<file path="src/rtl/core/hse_pkg.sv">
// Shared types for the heap sort engine.
// Command and status groups between hse_ctrl and hse_dp; no dependencies.
package hse_pkg;

  localparam int unsigned DATA_W = 32;

  typedef struct packed {
    logic load;
    logic build_init;
    logic build_fetch;
    logic sift_top;
    logic sift_cmp;
    logic sift_put;
    logic ext_init;
    logic ext_rd;
    logic ext_swap;
    logic out_init;
    logic out_rd;
    logic out_cap;
  } cmd_t;

  typedef struct packed {
    logic k_zero;
    logic k_le1;
    logic ext_more;
    logic cmp_stop;
    logic next_leaf;
    logic out_last;
    logic out_fire;
  } stat_t;

endpackage

</file>
<file path="src/rtl/core/hse_ram.sv">
// Generic RAM: one write port, two read ports with registered read data.
// No dependencies.
module hse_ram #(
  parameter int unsigned WIDTH = 32,
  parameter int unsigned DEPTH = 32
) (
  input  logic                     clk_i,
  input  logic                     we_i,
  input  logic [$clog2(DEPTH)-1:0] waddr_i,
  input  logic [WIDTH-1:0]         wdata_i,
  input  logic [$clog2(DEPTH)-1:0] raddr_a_i,
  input  logic [$clog2(DEPTH)-1:0] raddr_b_i,
  output logic [WIDTH-1:0]         rdata_a_o,
  output logic [WIDTH-1:0]         rdata_b_o
);

  logic [WIDTH-1:0] mem_q [DEPTH];

  always_ff @(posedge clk_i) begin
    if (we_i) begin
      mem_q[waddr_i] <= wdata_i;
    end
    rdata_a_o <= mem_q[raddr_a_i];
    rdata_b_o <= mem_q[raddr_b_i];
  end

endmodule

</file>
<file path="src/rtl/core/hse_dp.sv">
// Datapath of the heap sort engine: value store, heap indexes, sift compare
// and output register. Depends on hse_pkg and hse_ram.
module hse_dp
  import hse_pkg::*;
#(
  parameter int unsigned MAX_ITEMS = 32
) (
  input  logic              clk_i,
  input  logic              rst_ni,
  input  cmd_t              cmd_i,
  output stat_t             stat_o,
  input  logic [DATA_W-1:0] in_value_i,
  output logic [DATA_W-1:0] out_value_o,
  output logic              out_valid_o,
  output logic              out_last_o,
  output logic              out_ovf_o,
  input  logic              out_ready_i
);

  localparam int unsigned AW = $clog2(MAX_ITEMS);
  localparam int unsigned CW = $clog2(MAX_ITEMS + 1);
  localparam int unsigned IW = CW + 2;

  logic [CW-1:0]            cnt_q, cnt_d;
  logic                     ovf_q, ovf_d;
  logic                     out_valid_q, out_valid_d;
  logic [CW-1:0]            k_q, len_q;
  logic [AW-1:0]            p_q, idx_q;
  logic signed [DATA_W-1:0] v_q;
  logic [DATA_W-1:0]        out_value_q;
  logic                     out_last_q, out_ovf_q;

  logic                     we;
  logic [AW-1:0]            waddr, raddr_a, raddr_b;
  logic [DATA_W-1:0]        wdata, rd_a, rd_b;

  logic [CW-1:0]            k_m1;
  logic [IW-1:0]            c_w, c1_w, len_w, child_idx, next_c;
  logic                     full, has_r, pick_r, cmp_stop, out_fire;
  logic signed [DATA_W-1:0] child_val;

  hse_ram #(
    .WIDTH(DATA_W),
    .DEPTH(MAX_ITEMS)
  ) u_ram (
    .clk_i    (clk_i),
    .we_i     (we),
    .waddr_i  (waddr),
    .wdata_i  (wdata),
    .raddr_a_i(raddr_a),
    .raddr_b_i(raddr_b),
    .rdata_a_o(rd_a),
    .rdata_b_o(rd_b)
  );

  assign k_m1      = k_q - CW'(1);
  assign c_w       = (IW'(p_q) << 1) + IW'(1);
  assign c1_w      = c_w + IW'(1);
  assign len_w     = IW'(len_q);
  assign full      = (cnt_q == CW'(MAX_ITEMS));
  assign has_r     = (c1_w < len_w);
  assign pick_r    = has_r && ($signed(rd_b) > $signed(rd_a));
  assign child_val = pick_r ? $signed(rd_b) : $signed(rd_a);
  assign child_idx = pick_r ? c1_w : c_w;
  assign next_c    = (child_idx << 1) + IW'(1);
  assign cmp_stop  = (v_q > child_val);
  assign out_fire  = out_valid_q && out_ready_i;

  always_comb begin
    we      = 1'b0;
    waddr   = p_q;
    wdata   = v_q;
    raddr_a = c_w[AW-1:0];
    raddr_b = c1_w[AW-1:0];
    if (cmd_i.load && !full) begin
      we    = 1'b1;
      waddr = cnt_q[AW-1:0];
      wdata = in_value_i;
    end else if (cmd_i.sift_cmp) begin
      we    = 1'b1;
      wdata = cmp_stop ? v_q : child_val;
    end else if (cmd_i.sift_put) begin
      we    = 1'b1;
    end else if (cmd_i.ext_swap) begin
      we    = 1'b1;
      waddr = k_m1[AW-1:0];
      wdata = rd_a;
    end
    if (cmd_i.build_fetch) begin
      raddr_a = k_m1[AW-1:0];
    end else if (cmd_i.ext_rd) begin
      raddr_a = '0;
      raddr_b = k_m1[AW-1:0];
    end else if (cmd_i.out_rd) begin
      raddr_a = idx_q;
    end
  end

  always_comb begin
    cnt_d       = cnt_q;
    ovf_d       = ovf_q;
    out_valid_d = out_valid_q;
    if (cmd_i.load) begin
      if (full) begin
        ovf_d = 1'b1;
      end else begin
        cnt_d = cnt_q + CW'(1);
      end
    end
    if (cmd_i.out_cap) begin
      out_valid_d = 1'b1;
    end else if (out_fire) begin
      out_valid_d = 1'b0;
      if (out_last_q) begin
        cnt_d = '0;
        ovf_d = 1'b0;
      end
    end
  end

  always_ff @(posedge clk_i or negedge rst_ni) begin
    if (!rst_ni) begin
      cnt_q       <= '0;
      ovf_q       <= 1'b0;
      out_valid_q <= 1'b0;
    end else begin
      cnt_q       <= cnt_d;
      ovf_q       <= ovf_d;
      out_valid_q <= out_valid_d;
    end
  end

  always_ff @(posedge clk_i) begin
    if (cmd_i.build_init) begin
      k_q   <= cnt_q >> 1;
      len_q <= cnt_q;
    end
    if (cmd_i.build_fetch) begin
      k_q <= k_m1;
      p_q <= k_m1[AW-1:0];
    end
    if (cmd_i.sift_top) begin
      v_q <= $signed(rd_a);
    end
    if (cmd_i.sift_cmp && !cmp_stop) begin
      p_q <= child_idx[AW-1:0];
    end
    if (cmd_i.ext_init) begin
      k_q <= len_q;
    end
    if (cmd_i.ext_swap) begin
      v_q   <= $signed(rd_b);
      p_q   <= '0;
      len_q <= k_m1;
      k_q   <= k_m1;
    end
    if (cmd_i.out_init) begin
      idx_q <= '0;
    end else if (out_fire && !out_last_q) begin
      idx_q <= idx_q + AW'(1);
    end
    if (cmd_i.out_cap) begin
      out_value_q <= rd_a;
      out_last_q  <= ((CW'(idx_q) + CW'(1)) == cnt_q);
      out_ovf_q   <= ovf_q;
    end
  end

  assign stat_o.k_zero    = (k_q == '0);
  assign stat_o.k_le1     = (k_q <= CW'(1));
  assign stat_o.ext_more  = (k_q > CW'(2));
  assign stat_o.cmp_stop  = cmp_stop;
  assign stat_o.next_leaf = (next_c >= len_w);
  assign stat_o.out_last  = out_last_q;
  assign stat_o.out_fire  = out_fire;

  assign out_value_o = out_value_q;
  assign out_valid_o = out_valid_q;
  assign out_last_o  = out_last_q;
  assign out_ovf_o   = out_ovf_q;

endmodule

</file>
<file path="src/rtl/core/hse_ctrl.sv">
// Controller of the heap sort engine: load, heap build, extraction and
// output sequencing. Depends on hse_pkg.
module hse_ctrl
  import hse_pkg::*;
(
  input  logic  clk_i,
  input  logic  rst_ni,
  input  logic  in_valid_i,
  input  logic  in_end_i,
  output logic  in_ready_o,
  input  stat_t stat_i,
  output cmd_t  cmd_o
);

  typedef enum logic [13:0] {
    ST_LOAD    = 14'b00000000000001,
    ST_B_INIT  = 14'b00000000000010,
    ST_B_NEXT  = 14'b00000000000100,
    ST_B_FETCH = 14'b00000000001000,
    ST_S_TOP   = 14'b00000000010000,
    ST_S_RD    = 14'b00000000100000,
    ST_S_CMP   = 14'b00000001000000,
    ST_S_PUT   = 14'b00000010000000,
    ST_E_NEXT  = 14'b00000100000000,
    ST_E_RD    = 14'b00001000000000,
    ST_E_SWAP  = 14'b00010000000000,
    ST_O_RD    = 14'b00100000000000,
    ST_O_CAP   = 14'b01000000000000,
    ST_O_WAIT  = 14'b10000000000000
  } state_e;

  state_e state_q, state_d;
  logic   ext_q, ext_d;
  state_e after_sift;

  assign after_sift = ext_q ? ST_E_NEXT : ST_B_NEXT;
  assign in_ready_o = (state_q == ST_LOAD);

  always_comb begin
    state_d = state_q;
    ext_d   = ext_q;
    cmd_o   = '0;
    unique case (state_q)
      ST_LOAD: begin
        if (in_valid_i) begin
          cmd_o.load = 1'b1;
          if (in_end_i) begin
            state_d = ST_B_INIT;
          end
        end
      end
      ST_B_INIT: begin
        cmd_o.build_init = 1'b1;
        ext_d            = 1'b0;
        state_d          = ST_B_NEXT;
      end
      ST_B_NEXT: begin
        if (stat_i.k_zero) begin
          cmd_o.ext_init = 1'b1;
          ext_d          = 1'b1;
          state_d        = ST_E_NEXT;
        end else begin
          state_d = ST_B_FETCH;
        end
      end
      ST_B_FETCH: begin
        cmd_o.build_fetch = 1'b1;
        state_d           = ST_S_TOP;
      end
      ST_S_TOP: begin
        cmd_o.sift_top = 1'b1;
        state_d        = ST_S_CMP;
      end
      ST_S_RD: begin
        state_d = ST_S_CMP;
      end
      ST_S_CMP: begin
        cmd_o.sift_cmp = 1'b1;
        if (stat_i.cmp_stop) begin
          state_d = after_sift;
        end else if (stat_i.next_leaf) begin
          state_d = ST_S_PUT;
        end else begin
          state_d = ST_S_RD;
        end
      end
      ST_S_PUT: begin
        cmd_o.sift_put = 1'b1;
        state_d        = after_sift;
      end
      ST_E_NEXT: begin
        if (stat_i.k_le1) begin
          cmd_o.out_init = 1'b1;
          state_d        = ST_O_RD;
        end else begin
          state_d = ST_E_RD;
        end
      end
      ST_E_RD: begin
        cmd_o.ext_rd = 1'b1;
        state_d      = ST_E_SWAP;
      end
      ST_E_SWAP: begin
        cmd_o.ext_swap = 1'b1;
        state_d        = stat_i.ext_more ? ST_S_RD : ST_S_PUT;
      end
      ST_O_RD: begin
        cmd_o.out_rd = 1'b1;
        state_d      = ST_O_CAP;
      end
      ST_O_CAP: begin
        cmd_o.out_cap = 1'b1;
        state_d       = ST_O_WAIT;
      end
      ST_O_WAIT: begin
        if (stat_i.out_fire) begin
          state_d = stat_i.out_last ? ST_LOAD : ST_O_RD;
        end
      end
      default: begin
        state_d = ST_LOAD;
      end
    endcase
  end

  always_ff @(posedge clk_i or negedge rst_ni) begin
    if (!rst_ni) begin
      state_q <= ST_LOAD;
      ext_q   <= 1'b0;
    end else begin
      state_q <= state_d;
      ext_q   <= ext_d;
    end
  end

endmodule

</file>
<file path="src/rtl/core/heap_sort_engine_top.sv">
// Top level of the heap sort engine: stream ports, controller and datapath.
// Depends on hse_pkg, hse_ctrl and hse_dp.
//
//   channel  | dir | tdata               | tlast        | tuser
//   s_axis   | in  | [31:0] sample_value | end_of_set   | -
//   m_axis   | out | [31:0] sorted_value | final_result | [0] overflowed
//
// Load takes one item per cycle while s_axis_tvalid is high; input is taken
// only while loading. The sort uses one compare unit over a two-read-port
// store; a sift that ends at a leaf writes its value back in a separate put
// step. Output reads, captures and presents one result at a time and reads
// the next only after the previous one is taken; a stall holds the result in
// the output register. Reset clears count, flag and controller.
module heap_sort_engine_top
  import hse_pkg::*;
#(
  parameter int unsigned MAX_ITEMS = 32
) (
  input  logic        clk_i,
  input  logic        rst_ni,
  input  logic        s_axis_tvalid,
  output logic        s_axis_tready,
  input  logic [31:0] s_axis_tdata,   // [31:0] sample_value
  input  logic        s_axis_tlast,   // end_of_set
  output logic        m_axis_tvalid,
  input  logic        m_axis_tready,
  output logic [31:0] m_axis_tdata,   // [31:0] sorted_value
  output logic        m_axis_tlast,   // final_result
  output logic [0:0]  m_axis_tuser    // [0] overflowed
);

  cmd_t  cmd;
  stat_t stat;
  logic  ovf;

  hse_ctrl u_ctrl (
    .clk_i     (clk_i),
    .rst_ni    (rst_ni),
    .in_valid_i(s_axis_tvalid),
    .in_end_i  (s_axis_tlast),
    .in_ready_o(s_axis_tready),
    .stat_i    (stat),
    .cmd_o     (cmd)
  );

  hse_dp #(
    .MAX_ITEMS(MAX_ITEMS)
  ) u_dp (
    .clk_i      (clk_i),
    .rst_ni     (rst_ni),
    .cmd_i      (cmd),
    .stat_o     (stat),
    .in_value_i (s_axis_tdata),
    .out_value_o(m_axis_tdata),
    .out_valid_o(m_axis_tvalid),
    .out_last_o (m_axis_tlast),
    .out_ovf_o  (ovf),
    .out_ready_i(m_axis_tready)
  );

  assign m_axis_tuser = ovf;

endmodule

</file>
<file path="config.mk">
export PLATFORM = sky130hd
export DESIGN_NAME = heap_sort_engine_top
export DESIGN_NICKNAME = d
export VERILOG_FILES = /design/src/rtl/core/hse_pkg.sv /design/src/rtl/core/hse_ram.sv /design/src/rtl/core/hse_dp.sv /design/src/rtl/core/hse_ctrl.sv /design/src/rtl/core/heap_sort_engine_top.sv
export SDC_FILE = /design/constraint.sdc
export NUM_CORES = 2
export LEC_CHECK = 0
export ABC_CLOCK_PERIOD_IN_PS = 13900
export BUFFER_PORTS_ARGS = -buffer_cell sky130_fd_sc_hd__buf_2
export CAP_MARGIN = 15
export CORE_MARGIN = 4
export CORE_UTILIZATION = 60
export DETAILED_ROUTE_END_ITERATION = 16
export PLACE_DENSITY = 0.79
export SLEW_MARGIN = 15
export SYNTH_ARGS = -nofsm -noshare
export SYNTH_HDL_FRONTEND = slang
export SYNTH_HIERARCHICAL = 1
export SYNTH_SLANG_ARGS = --single-unit
</file>
<file path="constraint.sdc">
create_clock -name clk_i -period 13.9 [get_ports clk_i]
set_input_delay 0 -clock clk_i [delete_from_list [all_inputs] [get_ports clk_i]]
set_output_delay 0 -clock clk_i [all_outputs]
set_load 0.02 [all_outputs]
</file>
### Word-level counts from Yosys, hierarchy flattened

Memories as Yosys holds them, arrays and structs flattened. A register that Yosys moved wholly into a read port is not among the register bits.
Index checks and enable logic that the tools add are counted.

* register bits: 111
* memory bits (writable): 1024
* input port bits: 37
* output and inout port bits: 36
* word-level logic and storage cells: 137
* memories: 1

* add/sub/neg operators: 7
* magnitude comparators: 6
* equality and inequality tests: 20
* muxes and demuxes: 72
* reduce and logical (&&, ||, !) cells: 18

Memory list
* u_dp.u_ram.mem_q: words 32, bits a word 32, read ports 2, clocked after Yosys merged registers in 2, wr ports 1, line hse_ram.sv:17 `logic [WIDTH-1:0] mem_q [DEPTH];`

Operators by type and width (count)
* $mux W32: 8
* $pmux W14 S13: 1
* $mux W6: 11
* $gt A32 B32 Y1: 2
* $mux W14: 4
* $mux W5: 11
* $mux W1: 29
* $mux W12: 2
* $mux W9: 2
* $mux W8: 2
* $eq A14 B1 Y1 const B: 1
* $eq A14 B10 Y1 const B: 1
* $eq A14 B11 Y1 const B: 1
* $eq A14 B12 Y1 const B: 1
* $eq A14 B13 Y1 const B: 1
* $eq A14 B14 Y1 const B: 1
* $eq A14 B2 Y1 const B: 1
* $eq A14 B3 Y1 const B: 1
* $eq A14 B4 Y1 const B: 1
* $eq A14 B5 Y1 const B: 1
* $eq A14 B6 Y1 const B: 1
* $eq A14 B7 Y1 const B: 1
* $eq A14 B8 Y1 const B: 1
* $eq A14 B9 Y1 const B: 1
* other kinds (25): 37

### Longest topological paths before layout

* word-level depth: 10
* gate-level depth with buffers: 26
* gate-level depth less buffers: 21

### Modules after synthesis

The synthesis kept the hierarchy.

By module, submodules not included
* hse_ram: instances 1, cells each 3450, area an instance 50070.5 um^2, seq. area each 32030.7 um^2
* hse_dp: instances 1, cells each 1102, area an instance 8944.8 um^2, seq. area each 2742.6 um^2
* hse_ctrl: instances 1, cells each 105, area an instance 969.7 um^2, seq. area each 376.6 um^2

### Worst setup path before layout

Ideal clock, no wire load.

* path kind: register -> register
* start point: reg u_dp.u_ram.rdata_a_o[31] (read register of u_dp.u_ram.mem_q)
* end point: mem u_dp.u_ram.mem_q[0][2], data pin
* setup time: 0.282 ns
* arrival time: 5.351 ns
* data required time: 13.618 ns
* path slack: 8.268 ns
* stages on the path, launching flop included: 22
* buffers on the path: 4
* clock period less this slack: 5.632 ns
* cell sequence: dfxtp_1 > inv_1 > ha_1 > nand4_2 > nor2_1 > a221o_1 > a211o_1 > clkbuf_1 > clkbuf_1 > or4_1 > and3_1 > ha_1 > and4_1 > or4b_1 > a21o_1 > o211ai_1 > a2111oi_0 > or3_1 > buf_2 > buf_2 > o311ai_0 > o22a_1

* longest elaborated chain between the ends: 7

Ends and longest elaborated chain
* start, declared: line hse_ram.sv:13 `output logic [WIDTH-1:0] rdata_a_o,`
* $gt A32 B32 Y1: line hse_dp.sv:62 `assign pick_r = has_r && ($signed(rd_b) > $signed(rd_a));`
* $logic_and A1 B1 Y1: line hse_dp.sv:62
* $mux W32 *: line hse_dp.sv:63 `assign child_val = pick_r ? $signed(rd_b) : $signed(rd_a);`
* $gt A32 B32 Y1: line hse_dp.sv:66 `assign cmp_stop = (v_q > child_val);`
* $mux W32 *: line hse_dp.sv:81 `wdata = cmp_stop ? v_q : child_val;`
* $mux W32 *: line hse_dp.sv:79 `end else if (cmd_i.sift_cmp) begin`
* $mux W32 *: line hse_dp.sv:75 `if (cmd_i.load && !full) begin`
* via u_dp.wdata[2]: line hse_dp.sv:35 `logic [DATA_W-1:0] wdata, rd_a, rd_b;`
* end, declared: line hse_ram.sv:17

Mark *: on every way through the listed nets, which the timed path passes. The rest lies on a longest branch.

### Worst setup path in the final report

* start point: reg u_dp.u_ram.rdata_a_o[31] (read register of u_dp.u_ram.mem_q)
* end point: mem u_dp.u_ram.mem_q[4][24], data pin

Same word-level chain as after synthesis.

==> results by group <==
Run
  – Max-cap viol count: 0

Logic synthesis
  – Unique masters post-synth: 76
  – Xor/xnor cell area share of the yosys netlist: 0.00365
  – Synthesized Nets: 4775
  – Main combinational cell family by area after synthesis: multiplexers
  – Post-Synth Adder-Cell Area: 0.0169
  – Mux cell area share after synthesis: 0.172
  – Gate Count Post-Synth: 4657
  – Post-synthesis sequential area ratio: 0.586
  – Post-synth EDFFs: 1102
  – Fraction of the mapped netlist area in compound gates: 0.107
  – Yosys warning total: 6
  – FFs w/ async S/R, synth: 0.0192
  – Synth Cell Area: 60000 µm²
  – Avg Inst Size Synth: 12.9 µm²
  – Number of synthesized register bits: 1199
  – Synth Flop Type: edfxtp_1
  – Post-Synth Simple-Gate Area: 0.0756

Finish
  – Share of layout cells above drive strength 1: 0.0909
  – Fin util: 0.658
  – Final non-filler cell total: 5987
  – Area Growth Syn to Fin: 8.44%
  – Nets: 4717

Setup path
  – CP Launch Type: flip-flop
  – Crit-path max FO: 67
  – WP data required: 14.17 ns
  – WP data arrival: 8.79 ns
  – Critical path type: reg -> reg
  – CP Capture Type: flip-flop

Min path
  – Hold Crit Class: in -> reg

Detailed routing
  – Post-Route WL: 188000 µm
  – Initial DRC count: 7049
  – Average wire per standard cell: 31.4 µm
  – Post-route ant nets: 0
  – Residual DRC: 0
  – First drt pass iteration count: 9
  – Number of vias per cell: 7.17
  – Vias: 42927

Global routing
  – Initial antenna violation count: 11
  – Vias in the first global route: 41156
  – All-Layer GR Usage: 0.350
  – Largest net degree at the start of global routing: 126
  – First-pass GRT wire length: 269000 µm
  – GRT overflow: 0

Floorplanning
  – Chip Width: 324 µm
  – Num rows: 115
  – Total core area: 98900 µm²
  – Io pins: 73
  – DIE AREA: 105000 µm²
  – Die Ht: 324 µm
  – Starting Density: 0.607

Clock network
  – CTS clk-pin slew, worst paths: 0.06 ns
  – Post-CTS setup buffers: 0
  – Max Buffers Root-to-Sink: 3
  – CTS Sinks: 1199
  – CTS tree: done
  – CTS resizes: 0
  – Clock root cell: clkbuf_16
  – Htree depth: 3
  – Clock latency on the worst-skew pair: 0.73 ns
  – CTS Buf Count: 116

Timing
  – Fin crit period: 8.52 ns
  – Slew @ Worst Pin: 1.26 ns
  – RSZ-0062 raised after global routing: no
  – Setup TNS: 0 ns
  – Hold Vio Cnt, Final: 0
  – Slack of the critical path: 5.38 ns
  – Skew final: 0.0361 ns
  – Max Freq: 0.117 GHz
  – Final worst-path cycle share: 0.613
  – Relative slew slack: 0.162
  – Final setup vio count: 0
  – Fin. max-slew vios: 0

Power
  – Pwr dens: 109 nW/µm²
  – Worst vdd ir: 107 µV
  – Pleak: 0.0215 µW

Placed design
  – Placement Setup Slack: 5.64 ns
  – Detailed placement HPWL: 101000 µm
  – Port buffer count: 72
  – Post-Place Cells: 5761
  – Placer congestion estimate: 0.929

Run status
  – Outcome: complete, no violations
[area by class of cell]
type / count / area [µm²]
diodes: 3 / 7.51
clock buffers: 165 / 3210
clock inverters: 51 / 637
fillers: 6907 / 33800
inverters: 93 / 349
multi-input cells: 3023 / 22900
flip-flops and latches: 1199 / 35200
well taps: 1287 / 1610
repair buffers: 166 / 1150
[layer usage]
| metal | GRT usage | up-vias | share of wire |
|---|---|---|---|
| met1 | 0.456 | 20880 | 0.36 |
| li1 | - | 17990 | - |
| met4 | 0.201 | 8 | 0.070 |
| met3 | 0.0914 | 837 | 0.14 |
| met5 | 0 | - | 0.00031 |
| met2 | 0.537 | 3212 | 0.44 |
[what timing repair did]
action,4_1_cts,5_1_grt
hold endpoints to repair,39,0
hold buffers,7,0
setup endpoints to repair,0,0
[where the power goes]
part | switching, µW | leakage [µW] | internal, µW
Clock | 1360 | 0.00186 | 1830
Sequential | 0 | 0.00746 | 3880
Combinational | 11.4 | 0.0122 | 5.21
Total | 1380 | 0.0215 | 5710
[cells by family after synthesis]
| logic type | Yosys count |
|---|---|
| mux | 1031 |
| fa+ha+maj | 81 |
| simple gates | 938 |
| compound gates | 948 |
| xor+xnor | 25 |
| flops | 1199 |
| buf+inv | 435 |
[cell usage in the layout, fill, tap and decap left out, types with 37 or more instances in the layout]
master / Yosys / routed
buf_2: 79 / 73
nand2_1: 299 / 296
inv_1: 91 / 91
or4_1: 37 / 37
nor3_1: 110 / 110
o21ai_0: 93 / 93
a22oi_1: 225 / 225
edfxtp_1: 1102 / 1102
a22o_1: 133 / 133
nor2_1: 144 / 108
a31oi_1: 98 / 98
buf_4: 52 / 81
mux2i_1: 1029 / 1029
clkbuf_16: 0 / 116
ha_1: 81 / 80
clkbuf_1: 152 / 37
nand3_1: 209 / 209
a21oi_1: 275 / 274
dfxtp_1: 74 / 74
[registers in the layout, summed over array words and instances (netlist names), 5 cells and up]
name / flops
u_dp/u_ram/mem_q: 1024
u_dp/out_value_o: 32
u_dp/u_ram/rdata_a_o: 32
u_dp/u_ram/rdata_b_o: 32
u_dp/v_q: 32
u_ctrl/state_q: 14
u_dp/cnt_q: 6
u_dp/k_q: 6
u_dp/len_q: 6
u_dp/idx_q: 5
u_dp/p_q: 5
[critical path, cell delays in order, from the launching register on]
cell and delay (ns):
dfxtp_1 0.43, inv_1 0.11, ha_2 0.34, buf_4 0.62
a221o_1 0.27, a211o_2 0.14, buf_4 0.56, o31a_2 0.95
o211ai_1 0.23, and3_1 0.22, ha_1 0.28, a21oi_1 0.13
o21ai_0 0.10, a221oi_1 0.43, o211ai_1 0.15, a2111oi_0 0.89
or3_1 0.83, buf_4 0.47, nor3_1 0.09, o32a_1 0.74
[worst paths after layout]
path                                           from                 endpoint  slack, ns  cells after the start
setup / recovery           u_dp/u_ram/rdata_a_o[31]  u_dp/u_ram/mem_q[4][24]       5.38                     19
hold / removal                        m_axis_tready         u_dp/out_valid_o       0.12                      4
setup reg to reg           u_dp/u_ram/rdata_a_o[31]  u_dp/u_ram/mem_q[4][24]       5.38                     19
hold reg to reg                          u_dp/ovf_q           u_dp/out_ovf_o       0.46                      0
max in group asynchronous                    rst_ni        u_ctrl/state_q[1]      13.07                      4
min in group asynchronous                    rst_ni        u_ctrl/state_q[0]       0.33                      3
[cells in the mapped netlist (6+ instances only)]
library cell,n,share of area
buf_4,52,0.0065
edfxtp_1,1102,0.55
and2_1,7,0.00073
and3_1,33,0.0034
o211ai_1,30,0.0038
a31oi_1,98,0.010
nor4_1,6,0.00063
dfxtp_1,74,0.025
nor2_1,144,0.0090
o21ai_0,93,0.0078
nor2b_1,19,0.0020
a221oi_1,6,0.00088
buf_6,51,0.0096
o32a_1,31,0.0052
a21oi_1,275,0.023
buf_2,79,0.0066
nor3_1,110,0.0092
inv_1,91,0.0057
o211ai_2,11,0.0023
a22o_1,133,0.019
mux2i_1,1029,0.17
a22oi_1,225,0.028
or2_2,6,0.00063
dfrtp_1,22,0.0092
a211oi_1,7,0.00088
o21a_1,6,0.00075
nand2b_1,10,0.0010
nand3b_1,7,0.00088
nand3_1,209,0.017
xor2_1,12,0.0018
clkbuf_1,152,0.0095
or3_1,6,0.00063
ha_1,81,0.017
xnor2_1,13,0.0019
o22ai_1,7,0.00073
or4_1,37,0.0046
nand2_1,299,0.019
a21o_1,6,0.00075
nand4_1,16,0.0017
[metrics by stage]
stage / hold slack (ns) / power [µW] / cell area (µm²)
floorplan: -0.296 / 3950 / 60000
global placement: 0.0151 / 3970 / 61100
detailed placement: 0.0125 / 3970 / 61100
CTS: 0.0828 / 7100 / 65000
global route: 0.106 / 7260 / 65000
finish: 0.115 / 7090 / 65000
(Power assumes the default switching activity.)
